<file path="config.mk">
export PLATFORM = sky130hd
export DESIGN_NAME = fpmm_ram
export DESIGN_NICKNAME = d
export VERILOG_FILES = /design/src/sv/fixed_point_matrix_multiply_assert.svh /design/src/sv/fpmm_ram.sv
export SDC_FILE = /design/constraint.sdc
export NUM_CORES = 2
export LEC_CHECK = 0
export ABC_AREA = 1
export BUFFER_PORTS_ARGS = -buffer_cell sky130_fd_sc_hd__buf_2
export CELL_PAD_IN_SITES_DETAIL_PLACEMENT = 2
export CELL_PAD_IN_SITES_GLOBAL_PLACEMENT = 2
export CORE_UTILIZATION = 39
export DETAILED_ROUTE_END_ITERATION = 7
export GPL_ROUTABILITY_DRIVEN = 0
export PLACE_DENSITY = 0.7
export SKIP_CTS_REPAIR_TIMING = 1
export SLEW_MARGIN = 0
export SYNTH_ARGS = -nofsm -noshare
export SYNTH_HDL_FRONTEND = slang
export SYNTH_SLANG_ARGS = --single-unit
</file>
<file path="constraint.sdc">
create_clock -name clk -period 7.54 [get_ports clk]
set_input_delay 0.754 -clock clk [delete_from_list [all_inputs] [get_ports clk]]
set_output_delay 0.754 -clock clk [all_outputs]
set_load 0.02 [all_outputs]
</file>
<file path="src/sv/fixed_point_matrix_multiply_assert.svh">
// Assertion macros for the matrix multiply RTL.
`ifndef FIXED_POINT_MATRIX_MULTIPLY_ASSERT_SVH
`define FIXED_POINT_MATRIX_MULTIPLY_ASSERT_SVH

`ifndef NO_ASSERTIONS

// same-cycle implication, clocked on clk, held off during reset
`define FPMM_ASSERT_IMP(lbl, ante, cons) \
    lbl: assert property (@(posedge clk) disable iff (!rst_n) (ante) |-> (cons)) \
        else $error("fpmm assertion failed");

// next-cycle implication
`define FPMM_ASSERT_NXT(lbl, ante, cons) \
    lbl: assert property (@(posedge clk) disable iff (!rst_n) (ante) |=> (cons)) \
        else $error("fpmm assertion failed");

`else

`define FPMM_ASSERT_IMP(lbl, ante, cons)
`define FPMM_ASSERT_NXT(lbl, ante, cons)

`endif

`endif

</file>
<file path="src/sv/fpmm_ram.sv">
// Generic single-write, single-read RAM with registered read data.
`default_nettype none

module fpmm_ram #(
    parameter int WIDTH = 32,
    parameter int DEPTH = 64
) (
    input  wire logic                             clk,
    input  wire logic                             wr_en,
    input  wire logic [$clog2(DEPTH)-1:0]         wr_addr,
    input  wire logic [WIDTH-1:0]                 wr_data,
    input  wire logic [$clog2(DEPTH)-1:0]         rd_addr,
    output      logic [WIDTH-1:0]                 rd_data
);

    logic [WIDTH-1:0] mem [DEPTH];

    always_ff @(posedge clk)
    begin
        if (wr_en)
        begin
            mem[wr_addr] <= wr_data;
        end
        rd_data <= mem[rd_addr];
    end

endmodule

`default_nettype wire

</file>
==> run summary <==
At the worst endpoint, the required time is 8.33 ns. Power spread over the standard cell area amounts to 267 nW/µm². In the layout the commonest cells are nand2_1, edfxtp_1, nand3_1. Setup repair after global routing left no endpoint under its margin. The count of placed standard cells including taps came out at 9,347. Headroom to the max-slew limit came out at 25.7%. The setup path with the least slack is of type in -> reg. The initial antenna violation count is 10.

The worst clock skew was 0.0318 ns; the final setup TNS was 0 ns. Clock-pin slew on the worst setup and hold paths: 0.06 ns. Share of flip-flops with an asynchronous set or reset: 0%. The most used flip-flop cell after synthesis is edfxtp_1. For the peak supply drop, the log shows 0.177 mV. The tools report the final count of negative-setup-slack endpoints as 0. During placement, the flow inserted port buffers numbering 77.

The HPWL after detailed placement came out at 155,000 µm. The finished layout holds 9,765 standard cells, fillers aside. In this run the vertical extent of the chip is 463 µm. STA classifies the critical path startpoint as a primary input. The biggest fanout along the worst timing path works out to 78. For the finished layout, the period the worst path requires is 3.43 ns. The period utilization works out to 45.5%.

The tools report the count of fill cells added during filler insertion as 20,853. The tools report the netlist area before placement as 82,700 µm². Counting along the longest clock path gives a buffer depth of 3. Detailed routing inserted a total of 56,480 vias. Dividing the detail-routed via count by the number of cells gives 5.78. Across the run, the number of max-cap violations was 0. Sequential cells were found to cover 75.1% of the synthesized design area.

The tools report the global-route congestion overflow total as 0. The min-delay analysis places its worst path in the category in -> reg. The number of top-level design ports was 78; the area added between synthesis and finish was 12.4%.

The run gives 210,000 µm² as the core outline area. The floorplan step defined a die boundary enclosing 214,000 µm². The tools report the number of core rows as 168.

The kind of end point of the critical path is a register. The cell sitting at the root of the clock tree is a clkbuf_16. The average size of a mapped cell is 12.2 µm². Post-detailed-routing wire length: 298,000 µm. The residual antenna-violating net count after detailed routing came out at 0.

The static leakage was 32.3 nW; the first-pass detailed-route iteration total was 5. For the pin with the worst max-slew slack, the measured transition is 1.11 ns. The first global-routing pass estimated 432,000 µm of wire. The H-tree depth is 4, and the die width is 463 µm. The count of synthesis-stage warnings from yosys was 0.

The highest clock rate was 292 MHz. The logs give 164 for the largest net degree at the start of global routing and 6,769 for the number of instances in the synthesized netlist. The number of DRC violations after detailed-routing iteration 0 is 4,595, and the final-report max-slew violation count is 0.

Cells with a size suffix above 1 make up 8.35% of the layout. Yosys mapped a number of flops with a built-in enable equal to 2,048. The final layout contains 6,811 nets.

Synthesis inferred 2,080 register bits. The flow ran to the end, and the final reports show no timing, DRC or antenna violations. Counting every net in the synthesized netlist gives 6,815. TritonCTS built the clock tree. The insertion delay of the later-clocked pin in the worst-skew pair was 0.90 ns. For this configuration, the core starts out at a cell density of 39.4%. In the global route stage, overall resource usage came out at 27.5%. The utilization after layout was 44.3%. After detailed routing, the average wire length per cell comes to 30.5 µm. After detailed routing, the number of remaining DRC violations is 0. Number of global-route vias before repair: 62,298. Number of distinct standard cells referenced by the synthesized netlist: 16. The hold violation count in the final report came out at 0.

Buffers inserted during clock tree synthesis total 221. The TritonCTS sink count is 2,080. The library cell used most frequently in the layout, excluding fill and tap cells, is nand2_1. STA puts the critical path data arrival time at 4.22 ns.
-- power by group --
part	switching, W	total (W)	internal [W]	leakage [nW]
sequential	0.0000635	0.0129	0.0128	18.7
combinational	0.00123	0.00157	0.000335	10.3
clock	0.00464	0.0104	0.00580	3.31
total	0.00594	0.0249	0.0189	32.3
-- critical path, cell delays in order --
cell,delay [ns]
buf_8,0.51
buf_4,0.78
buf_4,0.66
nand2_1,0.10
nand3_1,0.11
nand3_1,0.11
nand3_1,0.17
nand2_1,0.08
nand2_1,0.08
nand3_1,0.47
nand2_1,0.21
-- metal layers --
layer / track usage [%] / vias to the layer above / wire length (µm)
li1: - / 24151 / -
met4: 9.57 / 0 / 10400
met3: 3.40 / 430 / 14000
met1: 34.8 / 30353 / 122000
met5: 0 / - / 0
met2: 48.5 / 1546 / 151000
-- layout make-up --
class                   count  area [µm²]  area share [%]
multi-input cells        4228       18800            20.2
clock inverters           110         833           0.896
well taps                2805        3510            3.77
flip-flops and latches   2080       62100            66.8
inverters                  12        82.6          0.0888
repair buffers            222        1730            1.85
clock buffers             298        5930            6.38
diodes                     10        25.0          0.0269
-- through the flow --
| step | setup slack (ns) | hold WS (ns) | area (µm²) | power, W |
|---|---|---|---|---|
| finish | 4.11 | 0.530 | 93000 | 0.0249 |
| global route | 4.13 | 0.551 | 93000 | 0.0255 |
| CTS | 4.28 | 0.509 | 93000 | 0.0251 |
| detailed placement | 3.29 | 0.825 | 86200 | 0.0147 |
| global placement | 3.39 | 0.792 | 86200 | 0.0146 |
| floorplan | 2.66 | 0.721 | 82700 | 0.0139 |
-- synthesized netlist by cell type, types with 3 or more instances --
library cell  count  area, µm²
nand3_1        1907       9540
nand4_1           9       56.3
buf_1            40        150
nand2_1        2248       8440
edfxtp_1       2048      61500
dfxtp_1          32        641
buf_6             3       33.8
nor4_1            8       50.1
nor2_1           56        210
clkbuf_1         77        289
buf_4            45        338
inv_1             9       33.8
buf_2           282       1410
-- final timing paths --
path               start     endpoint  slack, ns  depth (start not counted)
max           rd_addr[0]   rd_data[5]       4.11                         11
min           wr_data[2]   mem[31][2]       0.53                          2
max reg2reg  mem[21][13]  rd_data[13]       5.65                          8
min reg2reg  mem[58][17]  rd_data[17]       0.84                          8
-- registers in the layout (all words and copies together) (netlist names) --
| name | count |
|---|---|
| mem | 2048 |
| rd_data | 32 |
-- kinds of logic (layout without fill, tap and decap cells) --
group	count (synthesis)	count (layout)	share of synthesized area, %
other	0	10	0
AND/OR/NAND/NOR	4228	4228	22.1
flip-flops	2080	2080	75.1
buffers and inverters	461	642	2.78
No activity file was read; power rests on OpenSTA's default activity.
