### src/sv/fixed_point_matrix_multiply_assert.svh
// Assertion macros for the matrix multiply RTL.
`ifndef FIXED_POINT_MATRIX_MULTIPLY_ASSERT_SVH
`define FIXED_POINT_MATRIX_MULTIPLY_ASSERT_SVH

`ifndef NO_ASSERTIONS

// same-cycle implication, clocked on clk, held off during reset
`define FPMM_ASSERT_IMP(lbl, ante, cons) \
    lbl: assert property (@(posedge clk) disable iff (!rst_n) (ante) |-> (cons)) \
        else $error("fpmm assertion failed");

// next-cycle implication
`define FPMM_ASSERT_NXT(lbl, ante, cons) \
    lbl: assert property (@(posedge clk) disable iff (!rst_n) (ante) |=> (cons)) \
        else $error("fpmm assertion failed");

`else

`define FPMM_ASSERT_IMP(lbl, ante, cons)
`define FPMM_ASSERT_NXT(lbl, ante, cons)

`endif

`endif

### src/sv/fpmm_pkg.sv
// Types, constants and helper functions for the fixed-point matrix multiply.
`default_nettype none

package fpmm_pkg;

    localparam int MAX_DIM   = 8;
    localparam int FRAC_BITS = 16;

    localparam int DIM_W     = 4;
    localparam int IDX_W     = (MAX_DIM > 1) ? $clog2(MAX_DIM) : 1;
    localparam int DEPTH     = MAX_DIM * MAX_DIM;
    localparam int ADDR_W    = (DEPTH > 1) ? $clog2(DEPTH) : 1;
    localparam int CNT_W     = ADDR_W + 1;
    localparam int ELEM_W    = 32;
    localparam int PROD_W    = 2 * ELEM_W;
    localparam int ACC_W     = PROD_W - FRAC_BITS + IDX_W;
    localparam int CFG_IDX_W = 2;
    localparam int IN_W      = 32;
    localparam int OUT_W     = 40;

    localparam logic [CFG_IDX_W-1:0] CFG_ROWS_A    = 2'd0;
    localparam logic [CFG_IDX_W-1:0] CFG_INNER_DIM = 2'd1;
    localparam logic [CFG_IDX_W-1:0] CFG_COLS_B    = 2'd2;

    typedef enum logic [1:0] {
        ST_LOAD,
        ST_ISSUE,
        ST_WAIT,
        ST_SEND
    } state_t;

    typedef struct packed {
        logic valid;
        logic first;
        logic last;
    } mac_ctl_t;

    typedef struct packed {
        logic                     done;
        logic signed [ELEM_W-1:0] value;
        logic                     sat;
    } mac_res_t;

    function automatic logic [DIM_W-1:0] clamp_dim(input logic [DIM_W-1:0] d);
        logic [DIM_W-1:0] r;
        r = d;
        if (d == '0)
            r = DIM_W'(1);
        else if (d > DIM_W'(MAX_DIM))
            r = DIM_W'(MAX_DIM);
        return r;
    endfunction

endpackage

`default_nettype wire

### src/sv/fpmm_mac.sv
// Shared multiply-accumulate unit: registered product, shift, wide sum, saturation.
`default_nettype none

module fpmm_mac (
    input  wire logic                               clk,
    input  wire logic                               rst_n,
    input  wire fpmm_pkg::mac_ctl_t                 ctl,
    input  wire logic signed [fpmm_pkg::ELEM_W-1:0] a,
    input  wire logic signed [fpmm_pkg::ELEM_W-1:0] b,
    output      fpmm_pkg::mac_res_t                 res
);
    import fpmm_pkg::*;

    logic signed [PROD_W-1:0] prod_reg;
    logic signed [PROD_W-1:0] prod_next;
    mac_ctl_t                 ctl_reg;
    logic signed [ACC_W-1:0]  acc_reg;
    logic signed [ACC_W-1:0]  acc_next;
    logic                     done_reg;
    logic                     done_next;
    logic signed [PROD_W-1:0] shifted;
    logic signed [ACC_W-1:0]  term;
    logic                     over_hi;
    logic                     over_lo;

    always_comb
    begin
        prod_next = PROD_W'(a) * PROD_W'(b);
        shifted   = prod_reg >>> FRAC_BITS;
        term      = ACC_W'(shifted);
        acc_next  = acc_reg;
        if (ctl_reg.valid)
        begin
            acc_next = (ctl_reg.first ? '0 : acc_reg) + term;
        end
        done_next = ctl_reg.valid && ctl_reg.last;
    end

    always_ff @(posedge clk or negedge rst_n)
    begin
        if (!rst_n)
        begin
            ctl_reg  <= '0;
            done_reg <= 1'b0;
        end
        else
        begin
            ctl_reg  <= ctl;
            done_reg <= done_next;
        end
    end

    always_ff @(posedge clk)
    begin
        prod_reg <= prod_next;
        acc_reg  <= acc_next;
    end

    // clip the sum to the signed 32-bit range
    always_comb
    begin
        over_hi   = !acc_reg[ACC_W-1] && (|acc_reg[ACC_W-2:ELEM_W-1]);
        over_lo   = acc_reg[ACC_W-1] && !(&acc_reg[ACC_W-2:ELEM_W-1]);
        res.done  = done_reg;
        res.sat   = over_hi || over_lo;
        res.value = acc_reg[ELEM_W-1:0];
        if (over_hi)
            res.value = {1'b0, {(ELEM_W-1){1'b1}}};
        else if (over_lo)
            res.value = {1'b1, {(ELEM_W-1){1'b0}}};
    end

endmodule

`default_nettype wire

### config.mk
export PLATFORM = sky130hd
export DESIGN_NAME = fpmm_mac
export DESIGN_NICKNAME = d
export VERILOG_FILES = /design/src/sv/fixed_point_matrix_multiply_assert.svh /design/src/sv/fpmm_pkg.sv /design/src/sv/fpmm_mac.sv
export SDC_FILE = /design/constraint.sdc
export NUM_CORES = 2
export LEC_CHECK = 0
export BUFFER_PORTS_ARGS = -buffer_cell sky130_fd_sc_hd__buf_2
export CORE_MARGIN = 5
export CORE_UTILIZATION = 65
export DETAILED_ROUTE_END_ITERATION = 6
export GPL_TIMING_DRIVEN = 0
export HOLD_SLACK_MARGIN = 0.15
export PLACE_DENSITY = 0.88
export SYNTH_ARGS = -nofsm -noshare
export SYNTH_HDL_FRONTEND = slang
export SYNTH_SLANG_ARGS = --single-unit
### constraint.sdc
create_clock -name clk -period 5 [get_ports clk]
set_input_delay 1 -clock clk [delete_from_list [all_inputs] [get_ports clk]]
set_output_delay 1 -clock clk [all_outputs]
set_load 0.005 [all_outputs]
==> impl_metrics.toml <==
[clock_tree]
clock-root-buffer = "clkbuf_16"
clock_sinks = 103
insertion_delay_ns = 0.36
cts_tree = "yes"
clk_pin_slew_worst_paths_ns = 0.07
cts_buffer_depth = 2
htree_num_levels = 3
cts_buffers = 9

[yosys]
synth-edff-count = 51
synth_warnings = 0
netlist.area_leader.share_pct = 52.30
synthFlopType = "edfxtp_1"
syn_nets = 5765
async_flop_share_pct = 3.883
yosysSeqAreaShare_pct = 6.260
syn_avg_cell_area_um2 = 9.447
synth_area_leaders = "fa_1 52%, inv_1 8.8%, and2_1 7.8%, ha_1 6.9%, nand2_1 4.8%"
synth_top_cell_by_area = "fa_1"
syn_inst = 4384
ys_ff_latch = 103
netlist_area_um2 = 41410
ys_types = 76

[drt]
drt_wl_total_um = 158200
first_pass_iters = 7
drc = 6
antenna_left = 0
drtIter0Drc = 4299
viasPerCell = 6.318
num_vias = 34950
routedWlPerCell_um = 28.59

[finish]
largest_reg_flops = 51
drive_above_1_share_pct = 16.68
syn_to_final_growth_pct = 17.98
fin_cells = 5532
layout.nets = 6033

[floorplan]
die_y_um = 262.4
die_area_um2 = 68860
die_w_um = 262.4
fp.coreArea_um2 = 63080
rows = 92
start_util_pct = 65.65
ios = 103

[timing]
finalCritPeriodShare_pct = 161.2
rsz0062_at_grt = "true"
hold_viol_final = 0
post-route-min-period_ns = 8.058
finalSetupViolCount = 48
finClkSkew_ns = 0.006733
max_freq_mhz = 124.1
slew_headroom_pct = 45.68
drv_slew = 0
worst_slack_ns = -3.058
worstMarginPinSlew_ns = 0.8148

[global_route]
grt_overflow = 0
grt_pass1_wl_um = 228000
grt_usage_pct = 44.80
first_global_vias = 37940
grt_max_degree = 37
antenna_found_initial = 34

[placed_design]
port_buffers = 102
dp.cells = 5333
place.gp.congestion = 1.093
hpwl_um = 113700

[critical_path]
slowest_delay_ns = 0.62
cpLargestDelayFamily = "adder cells"
cp_max_fo = 9
arrival_ns = 8.33
crit_required_ns = 5.27
path_cells = "buf_12, clkbuf_16, and2_4, fa_2, fa_1, fa_2, buf_12, buf_4, fa_1, fa_1, fa_1, fa_2, fa_1, ha_4, and3_2, o211ai_1, a21oi_2, nor4_2, o31a_1, a211oi_2, or3_4, a21oi_4, xnor2_2"
critPathSlowestCell = "fa_1"
path_buf_inv = 4
critPathKind = "input port to flip-flop"
endpoint_kind = "flip-flop"
crit_top_cell = "fa_1"
critPathLaunchType = "input port"

[run_status]
status = "finished, violations left"
violations = "DRC, setup timing"

[min_path]
min_path_type = "input port to async pin"

[flow_run]
drv_cap = 0
-- worst reg2reg max path: cells and delay by family (launching register included) --
kind                       cells  cell delay, ns
and+or+nand+nor                3            0.37
muxes                          1            0.23
AOI/OAI and AO/OA              6            1.82
buffers and inverters          1            0.43
adders and majority gates      1            0.38
DFF                            1            0.52
-- worst paths after layout --
| kind | slack (ns) | endpoint | cells past startpoint | start |
|---|---|---|---|---|
| min in group clk | 0.46 | done_reg | 1 | ctl_reg[0] |
| hold / removal | 0.42 | done_reg | 1 | rst_n |
| setup reg to reg | 0.98 | acc_reg[43] | 12 | ctl_reg[1] |
| hold reg to reg | 0.46 | done_reg | 1 | ctl_reg[0] |
| max in group asynchronous | 4.45 | ctl_reg[2] | 1 | rst_n |
| setup / recovery | -3.06 | prod_reg[62] | 23 | a[31] |
-- metrics by stage --
stage	hold WS [ns]	instance area, µm²	setup TNS [ns]	util [%]	setup WS [ns]
finish	0.4221	48860	-117.79	77.46	-3.058
global route	0.4135	48800	-123.46	77.37	-3.108
CTS	0.4177	47910	-107.72	75.96	-2.752
detailed placement	0.4387	43960	-165.16	69.68	-4.446
global placement	0.4301	43930	-164.71	69.65	-4.519
floorplan	0.4277	42370	-96.95	-	-2.847
-- what timing repair did --
| item | CTS | global route |
|---|---|---|
| cloned | 3 | 3 |
| endpoints found under the setup margin | 48 | 48 |
| resized for setup | 616 | 150 |
| pin swaps | 113 | 74 |
| hold buffers | 0 | 0 |
| buffers inserted | 104 | 49 |
-- cell type report --
class / count / area (µm²)
diodes: 29 / 72.57
plain buffers: 214 / 3316
clock buffers: 11 / 254.0
clock inverters: 5 / 37.54
fillers: 3793 / 14220
inverters: 970 / 3669
multi-input cells: 3094 / 35770
flip-flops and latches: 103 / 2594
well taps: 846 / 1059
repair buffers: 260 / 2091
-- cell usage after synthesis (all sizes together), types with 17 or more instances --
cell type,count
a21oi,99
a21o,52
nand3,29
nor2,149
nor2b,54
o21ai,60
fa,1082
clkbuf,208
edfxtp,51
xor2,36
nand4,23
and2,514
nand2,534
dfxtp,48
xnor2,70
nor3,17
ha,230
inv,969
-- layer usage --
layer | wire, µm | track usage (%) | up-vias
met5 | 338 | 1.317 | -
met1 | 48400 | 50.43 | 17210
met4 | 18650 | 36.67 | 22
met3 | 23650 | 18.66 | 1209
li1 | - | - | 13440
met2 | 67110 | 66.69 | 3066
-- cells by family (layout without fill, tap and decap cells) --
| kind of cell | count (synthesis) | in the layout | share of synthesized area [%] |
|---|---|---|---|
| simple gates | 1373 | 1373 | 16.58 |
| fa+ha+maj | 1312 | 1312 | 59.25 |
| buf+inv | 1187 | 1460 | 10.78 |
| compound gates | 302 | 302 | 4.867 |
| xor+xnor | 106 | 106 | 2.242 |
| flops | 103 | 103 | 6.260 |
| mux | 1 | 1 | 0.02417 |
| other cells | 0 | 29 | 0 |
-- cells in the final DEF, fill, tap and decap left out, types with 16 or more instances in the layout --
master / instances
and2_4: 32
clkbuf_4: 16
clkbuf_16: 85
buf_8: 16
ha_4: 35
dfxtp_1: 48
buf_6: 31
and2_1: 481
edfxtp_1: 51
o21ai_0: 32
nand4_1: 22
nand2_1: 520
a21o_1: 52
clkbuf_1: 21
fa_1: 1001
a21oi_1: 66
a21oi_2: 23
nand3_1: 28
xor2_1: 34
inv_1: 945
clkbuf_8: 58
nor2b_1: 53
ha_1: 187
fa_2: 81
buf_4: 158
xnor2_1: 64
inv_2: 20
diode_2: 29
buf_2: 72
nor2_1: 143
Power is left out: the tool's default activity adds up to more than one toggle a clock period on the data nets, which glitch-free logic cannot reach.
